[config.mk]
export PLATFORM = sky130hd
export DESIGN_NAME = utf16_to_utf8_transcoder
export DESIGN_NICKNAME = d
export VERILOG_FILES = /design/src/design/u2u8_pkg.sv /design/src/design/u2u8_front.sv /design/src/design/u2u8_queue.sv /design/src/design/u2u8_back.sv /design/src/design/utf16_to_utf8_transcoder.sv
export SDC_FILE = /design/constraint.sdc
export NUM_CORES = 1
export LEC_CHECK = 0
export BUFFER_PORTS_ARGS = -buffer_cell sky130_fd_sc_hd__clkbuf_2
export CAP_MARGIN = 25
export CORE_MARGIN = 4
export CORE_UTILIZATION = 55
export DETAILED_ROUTE_END_ITERATION = 10
export PLACE_DENSITY = 0.73
export SYNTH_ARGS = -nofsm -noshare
export SYNTH_HDL_FRONTEND = slang
export SYNTH_SLANG_ARGS = --single-unit
export TNS_END_PERCENT = 20
[constraint.sdc]
create_clock -name clk -period 7.9 [get_ports clk]
set_input_delay 1.58 -clock clk [delete_from_list [all_inputs] [get_ports clk]]
set_output_delay 1.58 -clock clk [all_outputs]
set_load 0.005 [all_outputs]
[src/design/u2u8_pkg.sv]
`default_nettype none
// ----------------------------------------------------------------------------
// u2u8_pkg
// Shared types, constants and the UTF-8 encoder for the UTF-16 to UTF-8
// transcoder.
// ----------------------------------------------------------------------------
package u2u8_pkg;

    // Depth of the request queue between front and back
    localparam int QUEUE_DEPTH = 4;

    // Capacity register value after reset
    localparam logic [15:0] CAP_RESET = 16'd2048;

    // Status codes
    localparam logic [1:0] ST_OK      = 2'd0;
    localparam logic [1:0] ST_INVALID = 2'd1;
    localparam logic [1:0] ST_FULL    = 2'd2;

    // Surrogate ranges
    localparam logic [15:0] HIGH_SURR_BASE = 16'hD800;
    localparam logic [15:0] LOW_SURR_BASE  = 16'hDC00;
    localparam logic [20:0] SUPP_BASE      = 21'h10000;

    // Lead and continuation byte marks
    localparam logic [7:0] LEAD2 = 8'hC0;
    localparam logic [7:0] LEAD3 = 8'hE0;
    localparam logic [7:0] LEAD4 = 8'hF0;
    localparam logic [7:0] CONT  = 8'h80;

    // Range limits of the encoding lengths
    localparam logic [20:0] LIM1 = 21'h80;
    localparam logic [20:0] LIM2 = 21'h800;
    localparam logic [20:0] LIM3 = 21'h10000;

    // One request for the back end: up to four bytes or one end marker
    typedef struct packed {
        logic [3:0][7:0] seq;
        logic [1:0]      last_idx;
        logic            is_end;
        logic            byte_ok;
        logic [1:0]      status;
        logic [15:0]     count;
    } job_t;

    // Encoder result: byte 0 goes out first
    typedef struct packed {
        logic [3:0][7:0] seq;
        logic [2:0]      len;
    } enc_t;

    function automatic enc_t encode(input logic [20:0] value);
        enc_t e;
        e.seq = '0;
        if (value < LIM1) begin
            e.seq[0] = value[7:0];
            e.len    = 3'd1;
        end
        else if (value < LIM2) begin
            e.seq[0] = LEAD2 | {3'b000, value[10:6]};
            e.seq[1] = CONT | {2'b00, value[5:0]};
            e.len    = 3'd2;
        end
        else if (value < LIM3) begin
            e.seq[0] = LEAD3 | {4'b0000, value[15:12]};
            e.seq[1] = CONT | {2'b00, value[11:6]};
            e.seq[2] = CONT | {2'b00, value[5:0]};
            e.len    = 3'd3;
        end
        else begin
            e.seq[0] = LEAD4 | {5'b00000, value[20:18]};
            e.seq[1] = CONT | {2'b00, value[17:12]};
            e.seq[2] = CONT | {2'b00, value[11:6]};
            e.seq[3] = CONT | {2'b00, value[5:0]};
            e.len    = 3'd4;
        end
        return e;
    endfunction

endpackage
`default_nettype wire

[src/design/u2u8_front.sv]
`default_nettype none
// ----------------------------------------------------------------------------
// u2u8_front
// Accepts code units, tracks per-string state and capacity, and turns each
// unit or end marker into at most one request for the back end.
// ----------------------------------------------------------------------------
module u2u8_front
(
    input  wire logic            clk,
    input  wire logic            rst_n,
    input  wire logic            in_valid,
    output logic                 in_stall,
    input  wire logic [15:0]     code_unit,
    input  wire logic            string_end,
    input  wire logic            cfg_valid,
    output logic                 cfg_ready,
    input  wire logic [15:0]     cfg_data,
    input  wire logic            q_full,
    output logic                 push,
    output u2u8_pkg::job_t       job
);

    logic [15:0] cap_reg;
    logic        pending_reg, pending_next;
    logic [9:0]  hi_reg, hi_next;
    logic [15:0] count_reg, count_next;
    logic [1:0]  sticky_reg, sticky_next;

    logic           accept;
    logic           is_high;
    logic           is_low;
    logic [20:0]    pair_value;
    logic [20:0]    emit_value;
    u2u8_pkg::enc_t enc;
    logic [15:0]    room;
    logic           full_now;
    logic [2:0]     n_fit;
    logic [2:0]     n_m1;

    assign in_stall  = q_full;
    assign cfg_ready = 1'b1;
    assign accept    = in_valid && !q_full;

    // Classify the unit
    assign is_high = code_unit[15:10] == u2u8_pkg::HIGH_SURR_BASE[15:10];
    assign is_low  = code_unit[15:10] == u2u8_pkg::LOW_SURR_BASE[15:10];

    // Build the scalar and its encoding
    assign pair_value = {1'b0, hi_reg, code_unit[9:0]} + u2u8_pkg::SUPP_BASE;
    assign emit_value = pending_reg ? pair_value : {5'b00000, code_unit};
    assign enc        = u2u8_pkg::encode(emit_value);

    // Count the bytes that still fit
    assign room     = cap_reg - count_reg;
    assign full_now = count_reg >= cap_reg;
    always_comb
    begin
        if (full_now)
            n_fit = 3'd0;
        else if (room >= {13'd0, enc.len})
            n_fit = enc.len;
        else
            n_fit = room[2:0];
    end
    assign n_m1 = n_fit - 3'd1;

    // Next state and request
    always_comb
    begin
        logic       do_emit;
        logic [1:0] end_status;
        logic       end_ok;
        do_emit      = 1'b0;
        end_status   = sticky_reg;
        end_ok       = 1'b0;
        pending_next = pending_reg;
        hi_next      = hi_reg;
        count_next   = count_reg;
        sticky_next  = sticky_reg;
        push         = 1'b0;
        job          = '0;
        if (accept)
        begin
            if (string_end)
            begin
                if (sticky_reg == u2u8_pkg::ST_OK)
                begin
                    if (pending_reg)
                        end_status = u2u8_pkg::ST_INVALID;
                    else if (full_now)
                        end_status = u2u8_pkg::ST_FULL;
                    else
                        end_ok = 1'b1;
                end
                push         = 1'b1;
                job.is_end   = 1'b1;
                job.byte_ok  = end_ok;
                job.status   = end_status;
                job.count    = count_reg;
                pending_next = 1'b0;
                hi_next      = '0;
                count_next   = '0;
                sticky_next  = u2u8_pkg::ST_OK;
            end
            else if (sticky_reg != u2u8_pkg::ST_OK)
            begin
                // drop units until the end marker
            end
            else if (pending_reg)
            begin
                pending_next = 1'b0;
                hi_next      = '0;
                if (is_low)
                    do_emit = 1'b1;
                else
                    sticky_next = u2u8_pkg::ST_INVALID;
            end
            else if (full_now)
                sticky_next = u2u8_pkg::ST_FULL;
            else if (is_high)
            begin
                pending_next = 1'b1;
                hi_next      = code_unit[9:0];
            end
            else if (is_low)
                sticky_next = u2u8_pkg::ST_INVALID;
            else
                do_emit = 1'b1;
        end
        if (do_emit)
        begin
            count_next   = count_reg + {13'd0, n_fit};
            if (n_fit != enc.len)
                sticky_next = u2u8_pkg::ST_FULL;
            push         = n_fit != 3'd0;
            job.seq      = enc.seq;
            job.last_idx = n_m1[1:0];
        end
    end

    // Hold state and capacity
    always_ff @(posedge clk or negedge rst_n)
    begin
        if (!rst_n)
        begin
            cap_reg     <= u2u8_pkg::CAP_RESET;
            pending_reg <= 1'b0;
            hi_reg      <= '0;
            count_reg   <= '0;
            sticky_reg  <= u2u8_pkg::ST_OK;
        end
        else
        begin
            if (cfg_valid)
                cap_reg <= cfg_data;
            pending_reg <= pending_next;
            hi_reg      <= hi_next;
            count_reg   <= count_next;
            sticky_reg  <= sticky_next;
        end
    end

endmodule
`default_nettype wire

[src/design/u2u8_queue.sv]
`default_nettype none
// ----------------------------------------------------------------------------
// u2u8_queue
// Short request queue between front and back end.
// ----------------------------------------------------------------------------
module u2u8_queue
#(
    parameter int DEPTH = u2u8_pkg::QUEUE_DEPTH
)
(
    input  wire logic            clk,
    input  wire logic            rst_n,
    input  wire logic            push,
    input  wire u2u8_pkg::job_t  push_job,
    output logic                 full,
    input  wire logic            pop,
    output logic                 q_valid,
    output u2u8_pkg::job_t       head
);

    localparam int PW = (DEPTH > 1) ? $clog2(DEPTH) : 1;
    localparam int CW = $clog2(DEPTH + 1);
    localparam logic [CW-1:0] DEPTH_C = CW'(DEPTH);
    localparam logic [PW-1:0] LAST_P  = PW'(DEPTH - 1);

    u2u8_pkg::job_t entry_reg [DEPTH];
    logic [PW-1:0]  wr_ptr_reg, wr_ptr_next;
    logic [PW-1:0]  rd_ptr_reg, rd_ptr_next;
    logic [CW-1:0]  cnt_reg, cnt_next;

    assign full    = cnt_reg == DEPTH_C;
    assign q_valid = cnt_reg != '0;
    assign head    = entry_reg[rd_ptr_reg];

    // Advance pointers and count
    always_comb
    begin
        wr_ptr_next = wr_ptr_reg;
        rd_ptr_next = rd_ptr_reg;
        cnt_next    = cnt_reg;
        if (push)
            wr_ptr_next = (wr_ptr_reg == LAST_P) ? '0 : wr_ptr_reg + 1'b1;
        if (pop)
            rd_ptr_next = (rd_ptr_reg == LAST_P) ? '0 : rd_ptr_reg + 1'b1;
        if (push && !pop)
            cnt_next = cnt_reg + 1'b1;
        else if (pop && !push)
            cnt_next = cnt_reg - 1'b1;
    end

    always_ff @(posedge clk or negedge rst_n)
    begin
        if (!rst_n)
        begin
            wr_ptr_reg <= '0;
            rd_ptr_reg <= '0;
            cnt_reg    <= '0;
        end
        else
        begin
            wr_ptr_reg <= wr_ptr_next;
            rd_ptr_reg <= rd_ptr_next;
            cnt_reg    <= cnt_next;
        end
    end

    // Store the request
    always_ff @(posedge clk)
    begin
        if (push)
            entry_reg[wr_ptr_reg] <= push_job;
    end

    // Never overrun or underrun the queue
    a_no_push_full: assert property (@(posedge clk) disable iff (!rst_n)
        push |-> !full)
        else $error("request pushed into full queue");
    a_no_pop_empty: assert property (@(posedge clk) disable iff (!rst_n)
        pop |-> q_valid)
        else $error("request popped from empty queue");
    a_cnt_bound: assert property (@(posedge clk) disable iff (!rst_n)
        cnt_reg <= DEPTH_C)
        else $error("queue count beyond depth");

endmodule
`default_nettype wire

[src/design/u2u8_back.sv]
`default_nettype none
// ----------------------------------------------------------------------------
// u2u8_back
// Walks the head request one byte per cycle, unless stalled, into the output register.
// ----------------------------------------------------------------------------
module u2u8_back
(
    input  wire logic            clk,
    input  wire logic            rst_n,
    input  wire logic            q_valid,
    input  wire u2u8_pkg::job_t  head,
    output logic                 pop,
    output logic                 out_valid,
    input  wire logic            out_stall,
    output logic [7:0]           utf8_byte,
    output logic                 byte_valid,
    output logic                 run_last,
    output logic                 string_done,
    output logic [1:0]           status,
    output logic [15:0]          bytes_written
);

    logic [1:0]  idx_reg, idx_next;
    logic        out_valid_reg, out_valid_next;
    logic [7:0]  byte_reg;
    logic        bvalid_reg;
    logic        last_reg;
    logic        done_reg;
    logic [1:0]  status_reg;
    logic [15:0] count_reg;

    logic load;
    logic last_byte;

    assign load      = q_valid && (!out_valid_reg || !out_stall);
    assign last_byte = head.is_end || (idx_reg == head.last_idx);
    assign pop       = load && last_byte;

    // Advance the byte index and output valid
    always_comb
    begin
        idx_next       = idx_reg;
        out_valid_next = out_valid_reg;
        if (load)
        begin
            idx_next       = last_byte ? 2'd0 : idx_reg + 2'd1;
            out_valid_next = 1'b1;
        end
        else if (!out_stall)
            out_valid_next = 1'b0;
    end

    always_ff @(posedge clk or negedge rst_n)
    begin
        if (!rst_n)
        begin
            idx_reg       <= '0;
            out_valid_reg <= 1'b0;
        end
        else
        begin
            idx_reg       <= idx_next;
            out_valid_reg <= out_valid_next;
        end
    end

    // Load the output payload
    always_ff @(posedge clk)
    begin
        if (load)
        begin
            byte_reg   <= head.is_end ? 8'h00 : head.seq[idx_reg];
            bvalid_reg <= head.is_end ? head.byte_ok : 1'b1;
            last_reg   <= last_byte;
            done_reg   <= head.is_end;
            status_reg <= head.is_end ? head.status : u2u8_pkg::ST_OK;
            count_reg  <= head.is_end ? head.count : 16'd0;
        end
    end

    assign out_valid     = out_valid_reg;
    assign utf8_byte     = byte_reg;
    assign byte_valid    = bvalid_reg;
    assign run_last      = last_reg;
    assign string_done   = done_reg;
    assign status        = status_reg;
    assign bytes_written = count_reg;

    // A finished string always closes its run
    a_done_last: assert property (@(posedge clk) disable iff (!rst_n)
        out_valid_reg && done_reg |-> last_reg)
        else $error("end result without run_last");
    // Status and count stay clear on code unit bytes
    a_clear_fields: assert property (@(posedge clk) disable iff (!rst_n)
        out_valid_reg && !done_reg |-> status_reg == u2u8_pkg::ST_OK
                                       && count_reg == 16'd0 && bvalid_reg)
        else $error("code unit byte with end fields set");
    // Index returns to zero once a request is popped
    a_idx_reset: assert property (@(posedge clk) disable iff (!rst_n)
        pop |=> idx_reg == 2'd0)
        else $error("byte index not cleared after pop");

endmodule
`default_nettype wire

[src/design/utf16_to_utf8_transcoder.sv]
`default_nettype none
// ----------------------------------------------------------------------------
// utf16_to_utf8_transcoder
// UTF-16 code units in, UTF-8 bytes out, with a capacity limit and status.
// ----------------------------------------------------------------------------
// The front end takes one request a cycle (a code unit or an end marker)
// whenever the request queue has room, updates the string state and the
// byte count at once, and queues the bytes that fit. The back end sends one
// byte per cycle through a registered output while out_stall does not hold it,
// so a unit yields up to 3 bytes, a pair up to 4 over two requests, an end
// marker one result, a unit with no byte nothing; the output byte rate sets the
// sustained throughput. Capacity is written through cfg_data, which is always
// ready, and must only change while no string request is in flight.
module utf16_to_utf8_transcoder
#(
    parameter int QUEUE_DEPTH = u2u8_pkg::QUEUE_DEPTH
)
(
    input  wire logic        clk,
    input  wire logic        rst_n,
    input  wire logic        in_valid,
    output logic             in_stall,
    input  wire logic [15:0] code_unit,
    input  wire logic        string_end,
    output logic             out_valid,
    input  wire logic        out_stall,
    output logic [7:0]       utf8_byte,
    output logic             byte_valid,
    output logic             run_last,
    output logic             string_done,
    output logic [1:0]       status,
    output logic [15:0]      bytes_written,
    input  wire logic        cfg_valid,
    output logic             cfg_ready,
    input  wire logic [15:0] cfg_data
);

    logic           q_full;
    logic           push;
    logic           pop;
    logic           q_valid;
    u2u8_pkg::job_t push_job;
    u2u8_pkg::job_t head;

    u2u8_front u_front
    (
        .clk        (clk),
        .rst_n      (rst_n),
        .in_valid   (in_valid),
        .in_stall   (in_stall),
        .code_unit  (code_unit),
        .string_end (string_end),
        .cfg_valid  (cfg_valid),
        .cfg_ready  (cfg_ready),
        .cfg_data   (cfg_data),
        .q_full     (q_full),
        .push       (push),
        .job        (push_job)
    );

    u2u8_queue #(.DEPTH(QUEUE_DEPTH)) u_queue
    (
        .clk      (clk),
        .rst_n    (rst_n),
        .push     (push),
        .push_job (push_job),
        .full     (q_full),
        .pop      (pop),
        .q_valid  (q_valid),
        .head     (head)
    );

    u2u8_back u_back
    (
        .clk           (clk),
        .rst_n         (rst_n),
        .q_valid       (q_valid),
        .head          (head),
        .pop           (pop),
        .out_valid     (out_valid),
        .out_stall     (out_stall),
        .utf8_byte     (utf8_byte),
        .byte_valid    (byte_valid),
        .run_last      (run_last),
        .string_done   (string_done),
        .status        (status),
        .bytes_written (bytes_written)
    );

endmodule
`default_nettype wire
==> summary.md <==
| Metric | Value |
|---|---|
| Routability-driven placement congestion ratio | `slightly below 0.9` |
| Mapped Avg Cell Area | `between 10 and 15 sq um` |
| HPWL after DPL | `roughly 17000 um` |
| Asr flop ratio synth | `between 10% and 20%` |
| Die Width | `around 160 um` |
| RSZ-0062 raised after global routing | `false` |
| Count of hold-fix buffers inserted at cts | `0` |
| Number of distinct library cells after synthesis | `between 60 and 70` |
| Antenna fix cells | `0` |
| Clock root buffer master | `clkbuf_16` |
| Category of the critical setup timing path | `primary input to flip-flop` |
| CP bufs+invs | `2` |
| Clock Path Buffers | `3` |
| First-pass GRT wire length | `between 40000 and 50000 um` |
| Leading cell types in the layout, fill and taps excluded | `233 x edfxtp_1, 68 x clkbuf_2, 66 x nor2_1, 63 x nand2_1, 57 x mux4_2` |
| Via-per-instance ratio | `between 5 and 6` |
| Worst setup skew after layout | `around 0.022 ns` |
| Maximum capacitance violations | `0` |
| Synthesized Nets | `approximately 980` |
| Critical path arrival | `~7 ns` |
| Max reg flops | `204` |
| Number of flops mapped to enable cells by yosys | `around 230` |
| Final routed wire length divided by cell count | `slightly below 20 um` |
| Static power due to leakage | `about 0.0055 uW` |
| Top Family by Delay on Critical Path | `simple AND/OR/NAND/NOR gates` |
| Netlist area before placement | `approximately 0.013 sq mm` |
| Top-Level Pins | `70` |
| Cells after Synth | `approximately 910` |
| GR peak layer | `met2` |
| Power density of the placed cells | `~320 mW/mm^2` |
| Fin worst setup slack | `approximately 1.4 ns` |
| F_max | `154 MHz` |
| Number of buffers added for setup after CTS | `0` |
| Count of antenna-violating nets left after detailed routing | `0` |
| H-tree levels | `1` |
| Final Routed Wirelength | `25800 um` |
| Aggregate negative setup slack | `0 ns` |
| Leading cell type in the layout, fill and taps excluded | `edfxtp_1` |
| Number of setup violations in the final report | `0` |
| Std-Cell Rows | `56` |
| Final cycle utilization of the critical path | `just over 80%` |
| Share of the core filled with cells in the final layout | `63.1%` |
| CP required | `slightly above 8 ns` |
| Total global routing overflow | `0` |
| Portion of the post-synthesis area used by sequential elements | `63.7%` |
| Clock sink count | `approximately 290` |
| Residual DRC | `0` |
| Area growth, synth to finish | `12.6%` |
| Post-CTS sizing | `0` |
| Die ar. | `approximately 0.026 sq mm` |
| Most common cell type on the critical path | `and3_1` |
| Worst slew margin relative to its limit | `approximately two fifths` |
| Xor-xnor portion of the synthesized cell area | `around 1.4%` |
| Initial antenna violation count | `0` |
| TritonCTS clock tree | `built` |
| Maximum ir drop on the vdd rail | `0.000188 V` |
| Result of the run | `finished, final reports clean` |
| Total vias in the final route | `approximately 7700` |
| Met1 track demand over resource in global routing | `a little under a third` |
| Prevailing post-synth register cell | `edfxtp_1` |
| Total routing usage reported by global routing | `about a fifth` |
| Fraction of synthesized area in multiplexers | `12.7%` |
| Worst-skew pair later-pin latency | `0.54 ns` |
| Hold Violations, Final | `0` |
| Global routing met2 resource utilization | `a little under a third` |
| TritonCTS Buffers | `29` |
| Input/output buffers | `~70` |
| Worst Path Max Fanout | `8` |
| Clock-pin slew reported for the worst setup and hold paths after clock tree synthesis | `~0.06 ns` |
| Largest family of logic cells by synthesized area | `multiplexers` |
| Count of yosys warnings during synthesis | `0` |
| Effective utilization at floorplan | `a little under three fifths` |
| Number of global-route vias before repair | `between 7000 and 8000` |
| Setup slack at placement | `between 0.8 and 0.9 ns` |
| Floorplan Core Area | `between 0.02 and 0.025 sq mm` |
| Cell with the largest stage delay on the worst path | `and2_1` |
| Worst hold margin | `approximately 0.5 ns` |
| Class of the most critical hold timing path | `flip-flop to flip-flop` |
| Synthesized-area fraction occupied by and/or/nand/nor cells | `under 10%` |
| Share of post-route cells with drive strength above 1 | `22.2%` |
| Met3 GRT Util | `under 10%` |
| Post-synthesis share of cell area spent on full adders, half adders and majority gates | `under 10%` |
| Die height | `roughly 160 um` |
| Detailed router's first-iteration violation count | `about 550` |
| Number of nets at the end of the flow | `~1000` |
| Total iterations of the first detailed-routing run | `5` |
| Pin count of the biggest net entering global routing | `56` |
| Peak per-stage delay on the critical path | `roughly 0.35 ns` |
| Actual slew at the worst max-slew pin | `~0.88 ns` |
| Setup crit start kind | `primary input` |
| Post-synthesis compound-gate area fraction | `7.18%` |
| Kind of capture point of the worst setup path | `flip-flop` |
| Final slew viol count | `0` |
| Shortest clock period the worst path allows after layout | `~6.5 ns` |
| Number of flip-flops and latches in the synthesized netlist | `between 200 and 300` |
[routing by layer]
metal  up-vias  routed length [um]
met1      3836               11800
met5         -                   0
met3        19                1740
met2       242               12000
met4         0                 255
li1       3582                   -
[report_power, final]
group	switching, uW	internal [uW]	total, uW
Sequential	161	1990	2150
Combinational	679	646	1330
Clock	557	738	1290
[cells by family after synthesis]
family                   count (synthesis)
flip-flops                             288
AND/OR/NAND/NOR                        242
AO/OA/AOI/OAI                          144
multiplexers                            92
buffers and inverters                   85
adder cells (fa/ha/maj)                 33
XOR/XNOR                                21
other                                    1
[final cells by class]
type | instances | area [sq um]
fillers | 1705 | 8670
flip-flops and latches | 288 | 8380
multi-input cells | 533 | 4460
clock buffers | 30 | 729
repair buffers | 78 | 485
well taps | 319 | 399
clock inverters | 23 | 176
inverters | 45 | 169
[synth_stat cells (4+ instances only)]
master | number | area share, %
edfxtp_1 | 233 | 53
nor2_1 | 66 | 1.9
nand2_1 | 63 | 1.8
mux4_2 | 57 | 9.8
dfrtp_1 | 54 | 10
o21ai_0 | 48 | 1.8
inv_1 | 45 | 1.3
a21oi_1 | 36 | 1.4
and2_1 | 31 | 1.5
ha_1 | 30 | 2.9
clkbuf_1 | 27 | 0.77
mux2_2 | 23 | 2.0
nand3_1 | 19 | 0.72
and3_1 | 18 | 0.86
a21o_1 | 15 | 0.86
xor2_1 | 12 | 0.80
nor3_1 | 11 | 0.42
mux2i_1 | 10 | 0.76
xnor2_1 | 9 | 0.60
a211oi_1 | 7 | 0.40
nor2b_1 | 7 | 0.33
a31oi_1 | 6 | 0.29
buf_1 | 6 | 0.17
nand2b_1 | 6 | 0.29
nand4_1 | 5 | 0.24
buf_2 | 4 | 0.15
nor4_1 | 4 | 0.19
[path summary, 6_finish.rpt]
path	startpoint	endpoint	depth (start not counted)	slack, ns
worst max-delay path	code_unit[14]	u_front.count_reg[14]$_DFFE_PN0P_	28	1.39
worst min-delay path	u_front.count_reg[15]$_DFFE_PN0P_	u_front.count_reg[15]$_DFFE_PN0P_	1	0.49
worst min register to register	u_front.count_reg[15]$_DFFE_PN0P_	u_front.count_reg[15]$_DFFE_PN0P_	1	0.49
max in group asynchronous	rst_n	u_queue.rd_ptr_reg[0]$_DFFE_PN0P_	2	6.15
worst max register to register	u_front.pending_reg$_DFFE_PN0P_	u_front.count_reg[14]$_DFFE_PN0P_	27	1.45
min in group asynchronous	rst_n	u_front.count_reg[14]$_DFFE_PN0P_	2	1.20
[through the flow]
stage / instances / total power (uW) / area (sq um)
detailed placement: 1263 / 3520 / 13900
global placement: 1262 / 3460 / 13900
CTS: 1316 / 4830 / 14800
floorplan: 906 / 3090 / 13100
global route: 1316 / 5040 / 14800
finish: 1316 / 4770 / 14800
No activity file was read; power rests on OpenSTA's default activity.
